`src/rtl/pds_pkg.sv`:
```
// Shared types, constants and helper functions for the periodic dispatch scheduler.
package pds_pkg;

   localparam int MAX_CLIENTS = 64;
   localparam int ID_BITS     = 16;
   localparam int TIME_BITS   = 48;
   localparam int PERIOD_BITS = 16;
   localparam int SLOT_BITS   = (MAX_CLIENTS > 1) ? $clog2(MAX_CLIENTS) : 1;
   localparam int COUNT_BITS  = $clog2(MAX_CLIENTS + 1);

   typedef enum logic [1:0] {
      OP_ADD      = 2'd0,
      OP_DISPATCH = 2'd1,
      OP_CLEAR    = 2'd2,
      OP_NONE     = 2'd3
   } op_type;

   typedef enum logic [1:0] {
      STATUS_OK    = 2'd0,
      STATUS_FULL  = 2'd1,
      STATUS_EMPTY = 2'd2
   } status_type;

   typedef enum logic [1:0] {
      CMD_HOLD   = 2'd0,
      CMD_INSERT = 2'd1,
      CMD_POP    = 2'd2
   } cmd_type;

   // One client. The slot records the order of adding and breaks ties of
   // equal due time and equal id.
   typedef struct packed {
      logic [TIME_BITS-1:0]   due;
      logic [ID_BITS-1:0]     id;
      logic [SLOT_BITS-1:0]   slot;
      logic [PERIOD_BITS-1:0] period;
   } entry_type;

   // Broadcast from the controller to every cell of the chain.
   typedef struct packed {
      cmd_type   cmd;
      entry_type new_entry;
   } cell_ctl_type;

   // True when a is served before b.
   function automatic logic entry_before(entry_type a, entry_type b);
      logic before_q;
      before_q = {a.due, a.id, a.slot} < {b.due, b.id, b.slot};
      return before_q;
   endfunction

   // Due time plus period, saturating at the largest due time.
   function automatic logic [TIME_BITS-1:0] sat_add(logic [TIME_BITS-1:0] due,
                                                    logic [PERIOD_BITS-1:0] period);
      logic [TIME_BITS:0] sum;
      sum = {1'b0, due} + (TIME_BITS + 1)'(period);
      return sum[TIME_BITS] ? {TIME_BITS{1'b1}} : sum[TIME_BITS-1:0];
   endfunction

endpackage

```
`src/rtl/pds_cell.sv`:
```
// One cell of the sorted client chain: holds a client and shifts or takes an insert.
module pds_cell (
   input  logic                  clock,
   input  pds_pkg::cell_ctl_type ctl,
   input  logic                  occupied,
   input  pds_pkg::entry_type    left_entry,
   input  logic                  left_less,
   input  pds_pkg::entry_type    right_entry,
   output pds_pkg::entry_type    entry_q,
   output logic                  less
);

   pds_pkg::entry_type entry_ff;
   pds_pkg::entry_type entry_in;

   // An empty cell sorts after everything, so the new client lands in the first
   // cell whose own client comes later; every cell past that one takes its left
   // neighbor's client.
   always_comb begin
      less     = ~occupied | pds_pkg::entry_before(ctl.new_entry, entry_ff);
      entry_in = entry_ff;
      unique case (ctl.cmd)
         pds_pkg::CMD_INSERT: begin
            if (less) begin
               entry_in = left_less ? left_entry : ctl.new_entry;
            end
         end
         pds_pkg::CMD_POP: begin
            entry_in = right_entry;
         end
         default: begin
            entry_in = entry_ff;
         end
      endcase
   end

   always_ff @(posedge clock) begin
      entry_ff <= entry_in;
   end

   assign entry_q = entry_ff;

endmodule

```
`config.mk`:
```
export PLATFORM = sky130hd
export DESIGN_NAME = pds_cell
export DESIGN_NICKNAME = d
export VERILOG_FILES = /design/src/rtl/pds_pkg.sv /design/src/rtl/pds_cell.sv
export SDC_FILE = /design/constraint.sdc
export NUM_CORES = 1
export LEC_CHECK = 0
export ABC_AREA = 1
export BUFFER_PORTS_ARGS = -buffer_cell sky130_fd_sc_hd__buf_2
export CORE_AREA = 2 2 138 140
export CTS_CLUSTER_DIAMETER = 100
export DETAILED_ROUTE_END_ITERATION = 7
export DIE_AREA = 0 0 140 142
export GPL_ROUTABILITY_DRIVEN = 0
export PLACE_DENSITY = 0.75
export REMOVE_ABC_BUFFERS = 1
export SYNTH_ARGS = -nofsm -noshare
export SYNTH_HDL_FRONTEND = slang
export SYNTH_SLANG_ARGS = --single-unit
export TNS_END_PERCENT = 10
```
`constraint.sdc`:
```
create_clock -name clock -period 3.8 [get_ports clock]
set_clock_uncertainty 0.1 [all_clocks]
set_input_delay 0.57 -clock clock [delete_from_list [all_inputs] [get_ports clock]]
set_output_delay 0.57 -clock clock [all_outputs]
set_load 0.005 [all_outputs]
```
[After elaboration in Yosys (flattened, before gate mapping)]
Index checks and enable logic that the tools add are counted.
Word-level totals
  flip-flop bits (word level): 86
  word-level logic and storage cells: 15
Operators by class
  order comparisons: 1
  equality and inequality tests: 3
  muxes and demuxes: 3
  bitwise logic cells: 2
  reduce and logical (&&, ||, !) cells: 2
Operators with widths (count)
  $mux 86: 2
  $pmux 86 s2: 1
  $lt 70x70->1: 1
  $eq 2x1->1 const B: 1
  $eq 2x2->1 const B: 1
  $ne 2x2->1 const B: 1
  $reduce_and 2->1: 1
  $reduce_bool 2->1: 1
  $not 1->1: 1
  $or 1x1->1: 1

[Depth between registers and ports, before layout]
Gate-level depths: netlist of the first run.
  depth after elaboration: 4
  mapped depth: 15

[Least setup slack after synthesis of the first run]
No wires, ideal clock.
  path type: in2reg
  from: in ctl[53] (netlist name)
  to: reg entry_ff, in the netlist entry_q[0] (enable)
  setup time: 0.447 ns
  arrival: 3.426 ns
  required time: 3.253 ns
  slack: -0.174 ns
  stages on the path: 14
  cells stage by stage: ha_1 nand2_1 inv_2 nand2_2 nor2_2 nand2_1 inv_1 nand2_1 nand2_1 o21bai_1 nand3_1 nand2_2 nand2_1 nand2_1
On the way
  cells in the longest elaborated chain, start to end: 4
Ends and longest elaborated chain
  start: declaration: line pds_cell.sv:4  | input pds_pkg::cell_ctl_type ctl,
  $lt 70x70->1: line pds_pkg.sv:48  | before_q = {a.due, a.id, a.slot} < {b.due, b.id, b.slot};
  $or 1x1->1: line pds_cell.sv:20  | less = ~occupied | pds_pkg::entry_before(ctl.new_entry, entry_ff);
  via less: line pds_cell.sv:10  | output logic less
  $ne 2x2->1 (no source line)
  $reduce_and 2->1 (no source line)
  end signal: assignment: line pds_cell.sv:38  | entry_ff <= entry_in;
  end: declaration: line pds_cell.sv:13  | pds_pkg::entry_type entry_ff;
The timed path passes the listed nets, and every way through them passes these cells.
A chain may end at the register's enable or synchronous reset.

[Worst setup path in the final report of the first run]
  from: reg entry_ff, in the netlist entry_q[51]
  to: reg entry_ff, in the netlist entry_q[12] (enable)
On the way
  cells in the longest elaborated chain, start to end: 4
Ends and longest elaborated chain (line)
  $lt 70x70->1: pds_pkg.sv:48
  $or 1x1->1: pds_cell.sv:20
  $ne 2x2->1 (no source line)
  $reduce_and 2->1 (no source line)
Every way passes these cells.

==> parameters.txt, run 1 <==
Parameter                              Value

Route
  Number of design-rule violations left by the first detailed-router iteration    345
  Drt wl/cell    14.4 µm
  Detail-routed via count per cell    4.78
  Count of unresolved DRC violations after routing    22
  Count of nets left with antenna violations after detail routing    0
  TritonRoute pass-1 iters    8
  Sum of routed wire length over all layers    19.6 mm
  Via count    6519

Timing
  Worst Tran Pin Value    0.843 ns
  Worst max-slew margin expressed relative to the limit    0.438
  Min Tclk post-route    3.00 ns
  Final worst hold slack    0.475 ns
  Endpoints failing hold    0
  Setup repair after global routing missed its margin    no
  Total setup violations reported at the end of the flow    0
  Final TNS setup    0 ns
  Final worst setup slack    0.796 ns
  Final Max Slew Viols    0
  Final period util    0.791
  Achievable Freq    333 MHz

Critical path
  Startpoint Class    register
  Cells along the critical path    inv_1, ha_1, a21oi_1, o21ai_0, a21oi_1, nand2_1, o21bai_1, nand3_1, nand2_2, nand2_1, nand2_4, buf_4
  Arrival time worst endpoint    2.91 ns
  Category of the most critical setup path    register to register
  Nature of the critical path endpoint    register
  Bufs and invs on worst path    2
  Slowest cell on the critical path    sky130_fd_sc_hd__buf_4
  Top delay family on crit path    simple AND/OR/NAND/NOR gates
  Cell depth of the worst flop-to-flop path    12
  Critical Path Fanout Max    34
  Delay of the slowest critical-path stage    0.43 ns
  Instance count on the critical path    12
  Required time reported for the critical path endpoint    3.70 ns

Clock network
  Resized Gates After CTS    0
  Hold-fix buffers, CTS    0
  Insertion delay to the later sink of the worst-skew pair    0.34 ns
  H-tree Lvls    3
  Number of buffers on the longest clock path    2
  Buffer type at the clock tree root    sky130_fd_sc_hd__clkbuf_16
  Post-CTS repair timing setup buffer count    0
  TritonCTS Buffers    9
  CTS sink cnt    86
  Worst-path clk slew    0.06 ns
  Clock tree from TritonCTS    done

Global route
  GRT Residual Overflow    0
  Antenna violations before repair    0
  All-Layer GR Usage    0.195
  Maximum number of pins on one net before global-route repair    88
  Number of global-route vias before repair    6208
  Wire length of the first global-routing pass    30.3 mm

Power
  VDD IR-drop max    0.186 mV
  Power per cell area    345 nW/µm²
  Leakage power    0.00450 µW

Die
  IO Count    350
  Die boundary height    142 µm
  Core Area    18500 µm²
  Effective utilization at floorplan    0.335
  Number of rows created at floorplan    50
  Die Wd    140 µm
  Area enclosed by the die boundary    19900 µm²

Outcome
  Violations in the final reports    DRC
  Result of the run    finished, violations left

Placement
  Port buffer count    349
  Estimated wirelength of the detail-placed design    15.9 mm
  Worst setup timing slack at the placement stage    0.447 ns

Logic synthesis
  Avg Inst Size Synth    7.77 µm²
  Gate count after technology mapping    796
  Area of the mapped netlist    6190 µm²
  Part of the Yosys area used for sequential elements    0.417
  Number of warnings issued by yosys    0
  Distinct cell type count after synthesis    21
  Synthesized flop and latch total    86

Layout
  Post-synthesis to final-layout area growth    37.1%
  # nets final    1456
  # diodes    0
  FILL cells    1828
  Leading cell types in the layout, fill and taps excluded    348 x sky130_fd_sc_hd__buf_2, 260 x sky130_fd_sc_hd__nand2_1, 100 x sky130_fd_sc_hd__nor2_1, 97 x sky130_fd_sc_hd__inv_1
  Share of post-route cells with drive strength above 1    0.339
  Most frequent standard cell in the layout excluding fill and tap cells    sky130_fd_sc_hd__buf_2
  Largest register FFs    86

Job
  Max-cap violations    0

Hold path
  Path class of the lowest-slack min-delay path    input port to register
  Cells on Worst Hold Path    3
## power by group
group | switching (µW) | internal (µW)
clock | 377 | 642
sequential | 37.6 | 1160
combinational | 395 | 312
total | 809 | 2120
## kinds of logic after synthesis
group / Yosys count / synth area share
buf+inv: 138 / 0.0864
compound gates: 124 / 0.121
fa+ha+maj: 69 / 0.140
flops: 86 / 0.417
simple gates: 379 / 0.236
## synthesized netlist by cell type, drive strengths merged
cell / instances / share of area
a21o: 4 / 0.0049
a31oi: 86 / 0.087
nor2: 106 / 0.067
buf: 19 / 0.014
nand2: 264 / 0.16
clkbuf: 19 / 0.012
edfxtp: 86 / 0.42
inv: 100 / 0.061
o21bai: 1 / 0.0012
ha: 69 / 0.14
nand4: 5 / 0.0051
nand3: 4 / 0.0032
a21oi: 26 / 0.021
o211ai: 1 / 0.0012
o21a: 1 / 0.0012
o21ai: 5 / 0.0040
## per-stage QoR
| step | instance area [µm²] | utilization | power (µW) | cells |
|---|---|---|---|---|
| after detailed placement | 8140 | 0.441 | 1940 | 1347 |
| after global placement | 8140 | 0.441 | 1920 | 1347 |
| final | 8480 | 0.460 | 2920 | 1363 |
| after floorplan | 6030 | - | 1580 | 758 |
| after global routing | 8480 | 0.460 | 3100 | 1363 |
| after CTS | 8480 | 0.460 | 2960 | 1363 |
## layout make-up
cell class	count	area [µm²]	share of cell area
Multi-Input combinational cell	572	3080	0.364
Sequential cell	86	2580	0.304
Inverter	100	377	0.0444
Timing Repair Buffer	355	1810	0.213
Clock buffer	10	229	0.0270
Clock inverter	6	110	0.0130
Tap cell	234	293	0.0345
## tightest hold or removal path, stage by stage
cell and delay (ns):
sky130_fd_sc_hd__buf_2 0.07, sky130_fd_sc_hd__nor2_1 0.03, sky130_fd_sc_hd__a31oi_1 0.12
## metal layers
layer / wire, µm / vias up / GRT usage
met1: 7940 / 2917 / 0.223
met4: 482 / 0 / 0.0766
met5: 0 / - / 0
met2: 9890 / 265 / 0.356
met3: 1330 / 32 / 0.0417
li1: - / 3305 / -
## path summary, 6_finish.rpt
check / startpoint / slack, ns / end
max reg2reg: entry_q[51] / 0.80 / entry_q[12]
min: right_entry[39] / 0.48 / entry_q[39]
max: entry_q[51] / 0.80 / entry_q[12]
min reg2reg: entry_q[85] / 1.53 / entry_q[46]
Note: power is estimated with default switching activity, not from simulation.
==> run 2: changes to the inputs <==
Clock period 3.8 ns to 2.6 ns, I/O delays scaled along.
==> run 2 against run 1 <==
  * Via count is 1.2% higher
  * Core utilization is 1.7 points higher
  * Cell area is 3.8% higher
  * The run still ends with DRC left
  * Critical endpoint is now less
  * Global-route usage is 0.20 points higher
  * Wire length is 3.4% higher
  * Cell count is 0.88% higher
  * Power is 41% higher
  * Sequential power is 46% higher
  * Register-to-register slack worse by 0.72 ns
==> parameters.txt, run 2 (synthesis results as in run 1) <==
Parameter                              Value

Timing
  Setup repair after global routing missed its margin    yes
  Endpoints failing hold    0
  Final period util    0.973
  Final Max Slew Viols    0
  Total setup violations reported at the end of the flow    0
  Worst Tran Pin Value    0.478 ns
  Final worst hold slack    0.293 ns
  Worst max-slew margin expressed relative to the limit    0.681
  Achievable Freq    395 MHz
  Min Tclk post-route    2.53 ns

Route
  Sum of routed wire length over all layers    20.3 mm
  Count of unresolved DRC violations after routing    22
  TritonRoute pass-1 iters    8
  Count of nets left with antenna violations after detail routing    0
  Drt wl/cell    14.8 µm
  Detail-routed via count per cell    4.80
  Number of design-rule violations left by the first detailed-router iteration    357
  Via count    6598

Clock network
  Buffer type at the clock tree root    sky130_fd_sc_hd__clkbuf_16
  Hold-fix buffers, CTS    0
  Clock tree from TritonCTS    done
  H-tree Lvls    3
  Number of buffers on the longest clock path    2
  Worst-path clk slew    0.07 ns
  CTS sink cnt    86
  TritonCTS Buffers    9
  Insertion delay to the later sink of the worst-skew pair    0.34 ns

Power
  Leakage power    0.00460 µW
  Flop pwr share    0.425
  Share of total power consumed by net switching    0.302
  Comb pwr share    0.279
  Clock network fraction of total power    0.296
  Power Internal    2870 µW
  Power per cell area    468 nW/µm²
  Switch Pwr    1240 µW
  Power Total    4120 µW
  VDD IR-drop max    0.380 mV

Critical path
  Startpoint Class    register
  R2R Path Start    entry_q[53]
  End point of the critical path    less
  Cell depth of the worst flop-to-flop path    14
  Critical Path Fanout Max    2
  R2r setup slk    0.08 ns
  Startpoint of the most critical setup path    entry_q[51]
  R2R Path End    entry_q[63]
  Category of the most critical setup path    register to primary output
  Nature of the critical path endpoint    primary output
  Required time reported for the critical path endpoint    2.11 ns
  Arrival time worst endpoint    2.04 ns

Global route
  Met1 layer usage reported by global route    0.219
  All-Layer GR Usage    0.197
  Wire length of the first global-routing pass    30.8 mm
  Antenna violations before repair    0
  Peak-usage layer in the global routing report    met2
  Met2 Resource Use GR    0.368
  GRT Residual Overflow    0
  Number of global-route vias before repair    6400
  Maximum number of pins on one net before global-route repair    80
  Met3 capacity usage during global routing    0.0454

Layout
  Post-synthesis to final-layout area growth    42.3%
  # diodes    0
  Sequential cell area    2580 µm²
  # nets final    1468
  Area used by multi-input combinational logic    3270 µm²
  Most frequent standard cell in the layout excluding fill and tap cells    sky130_fd_sc_hd__buf_2
  Share of post-route cells with drive strength above 1    0.374
  Largest register FFs    86
  FILL cells    1815
  Final core utilization    0.477
  Leading cell types in the layout, fill and taps excluded    347 x sky130_fd_sc_hd__buf_2, 252 x sky130_fd_sc_hd__nand2_1, 94 x sky130_fd_sc_hd__nor2_1, 90 x sky130_fd_sc_hd__inv_1

Placement
  Port buffer count    349
  Estimated wirelength of the detail-placed design    15.9 mm

Die
  Die Wd    140 µm
  Number of rows created at floorplan    50
  Core Area    18500 µm²
  Die boundary height    142 µm
  IO Count    350
  Effective utilization at floorplan    0.335
  Area enclosed by the die boundary    19900 µm²

Hold path
  Path class of the lowest-slack min-delay path    input port to register

Job
  Max-cap violations    0

Outcome
  Violations in the final reports    DRC
  Result of the run    finished, violations left
[run 2: cell count changes in the layout (fill, tap and decap cells not counted), moves of 3 or more]
cell                        delta
sky130_fd_sc_hd__nand2_1       -8
sky130_fd_sc_hd__nor2_4        +3
sky130_fd_sc_hd__inv_1         -7
sky130_fd_sc_hd__nor2_2        +3
sky130_fd_sc_hd__nand2_2       +6
sky130_fd_sc_hd__buf_12        +4
sky130_fd_sc_hd__nor2_1        -6
sky130_fd_sc_hd__inv_2         +7
sky130_fd_sc_hd__ha_1          -9
sky130_fd_sc_hd__bufinv_16     -3
sky130_fd_sc_hd__buf_4         +5
sky130_fd_sc_hd__ha_4          +9
[run 2: metrics by stage]
step,std cells,instance area (µm²),setup TNS [ns],setup WS (ns)
3_5_place_dp,1350,8220,-8.34,-0.119
4_1_cts,1367,8550,0,0.000941
3_3_place_gp,1350,8220,-4.44,-0.0676
2_1_floorplan,758,6030,-453.14,-4.17
6_report,1375,8800,0,0.0700
5_1_grt,1375,8800,-4.51,-0.105
[run 2: power by group through the flow]
stage	Combinational [µW]	Sequential [µW]	Clock [µW]
finish	1150	1750	1220
floorplan	503	1800	0
CTS	1080	1750	1260
global placement	1030	1780	0
detailed placement	1060	1780	0
global route	1300	1770	1310
[run 2: worst min-delay path by stage]
stage,start,end,slack [ns],depth (start not counted)
after floorplan,right_entry[0],entry_q[0],0.55,2
after global routing,right_entry[56],entry_q[56],0.29,3
final,right_entry[30],entry_q[30],0.29,3
after CTS,right_entry[30],entry_q[30],0.27,3
after global placement,right_entry[18],entry_q[18],0.64,3
after detailed placement,right_entry[61],entry_q[61],0.64,3
[run 2: area by class of cell]
cell class / instances / area share
Sequential cell: 86 / 0.293
Multi-Input combinational cell: 572 / 0.371
Clock inverter: 7 / 0.00554
Timing Repair Buffer: 367 / 0.228
Inverter: 100 / 0.0428
Clock buffer: 9 / 0.0256
Tap cell: 234 / 0.0333
[run 2: routing by layer]
layer	wire, µm	vias to the layer above
li1	-	3327
met1	8010	2962
met2	10300	274
met3	1510	35
met4	483	0
met5	0	-
[run 2: repair_timing]
action / 4_1_cts / 5_1_grt
gates cloned: 0 / 2
buffers inserted: 2 / 6
endpoints found under the setup margin: 69 / 87
resized for setup: 11 / 28
pin swaps: 6 / 16
[run 2: critical path, cell delays in order, from the launching register on]
cell and delay [ns]:
sky130_fd_sc_hd__edfxtp_1 0.39, sky130_fd_sc_hd__inv_2 0.06, sky130_fd_sc_hd__ha_4 0.28, sky130_fd_sc_hd__nand2_1 0.06, sky130_fd_sc_hd__inv_2 0.07, sky130_fd_sc_hd__nand2_2 0.08, sky130_fd_sc_hd__nor2_4 0.11, sky130_fd_sc_hd__nand2_4 0.08
sky130_fd_sc_hd__nor2_2 0.10, sky130_fd_sc_hd__nand2_1 0.06, sky130_fd_sc_hd__nand2_1 0.06, sky130_fd_sc_hd__o21bai_1 0.07, sky130_fd_sc_hd__nand3_1 0.10, sky130_fd_sc_hd__nand2_2 0.07, sky130_fd_sc_hd__buf_6 0.12
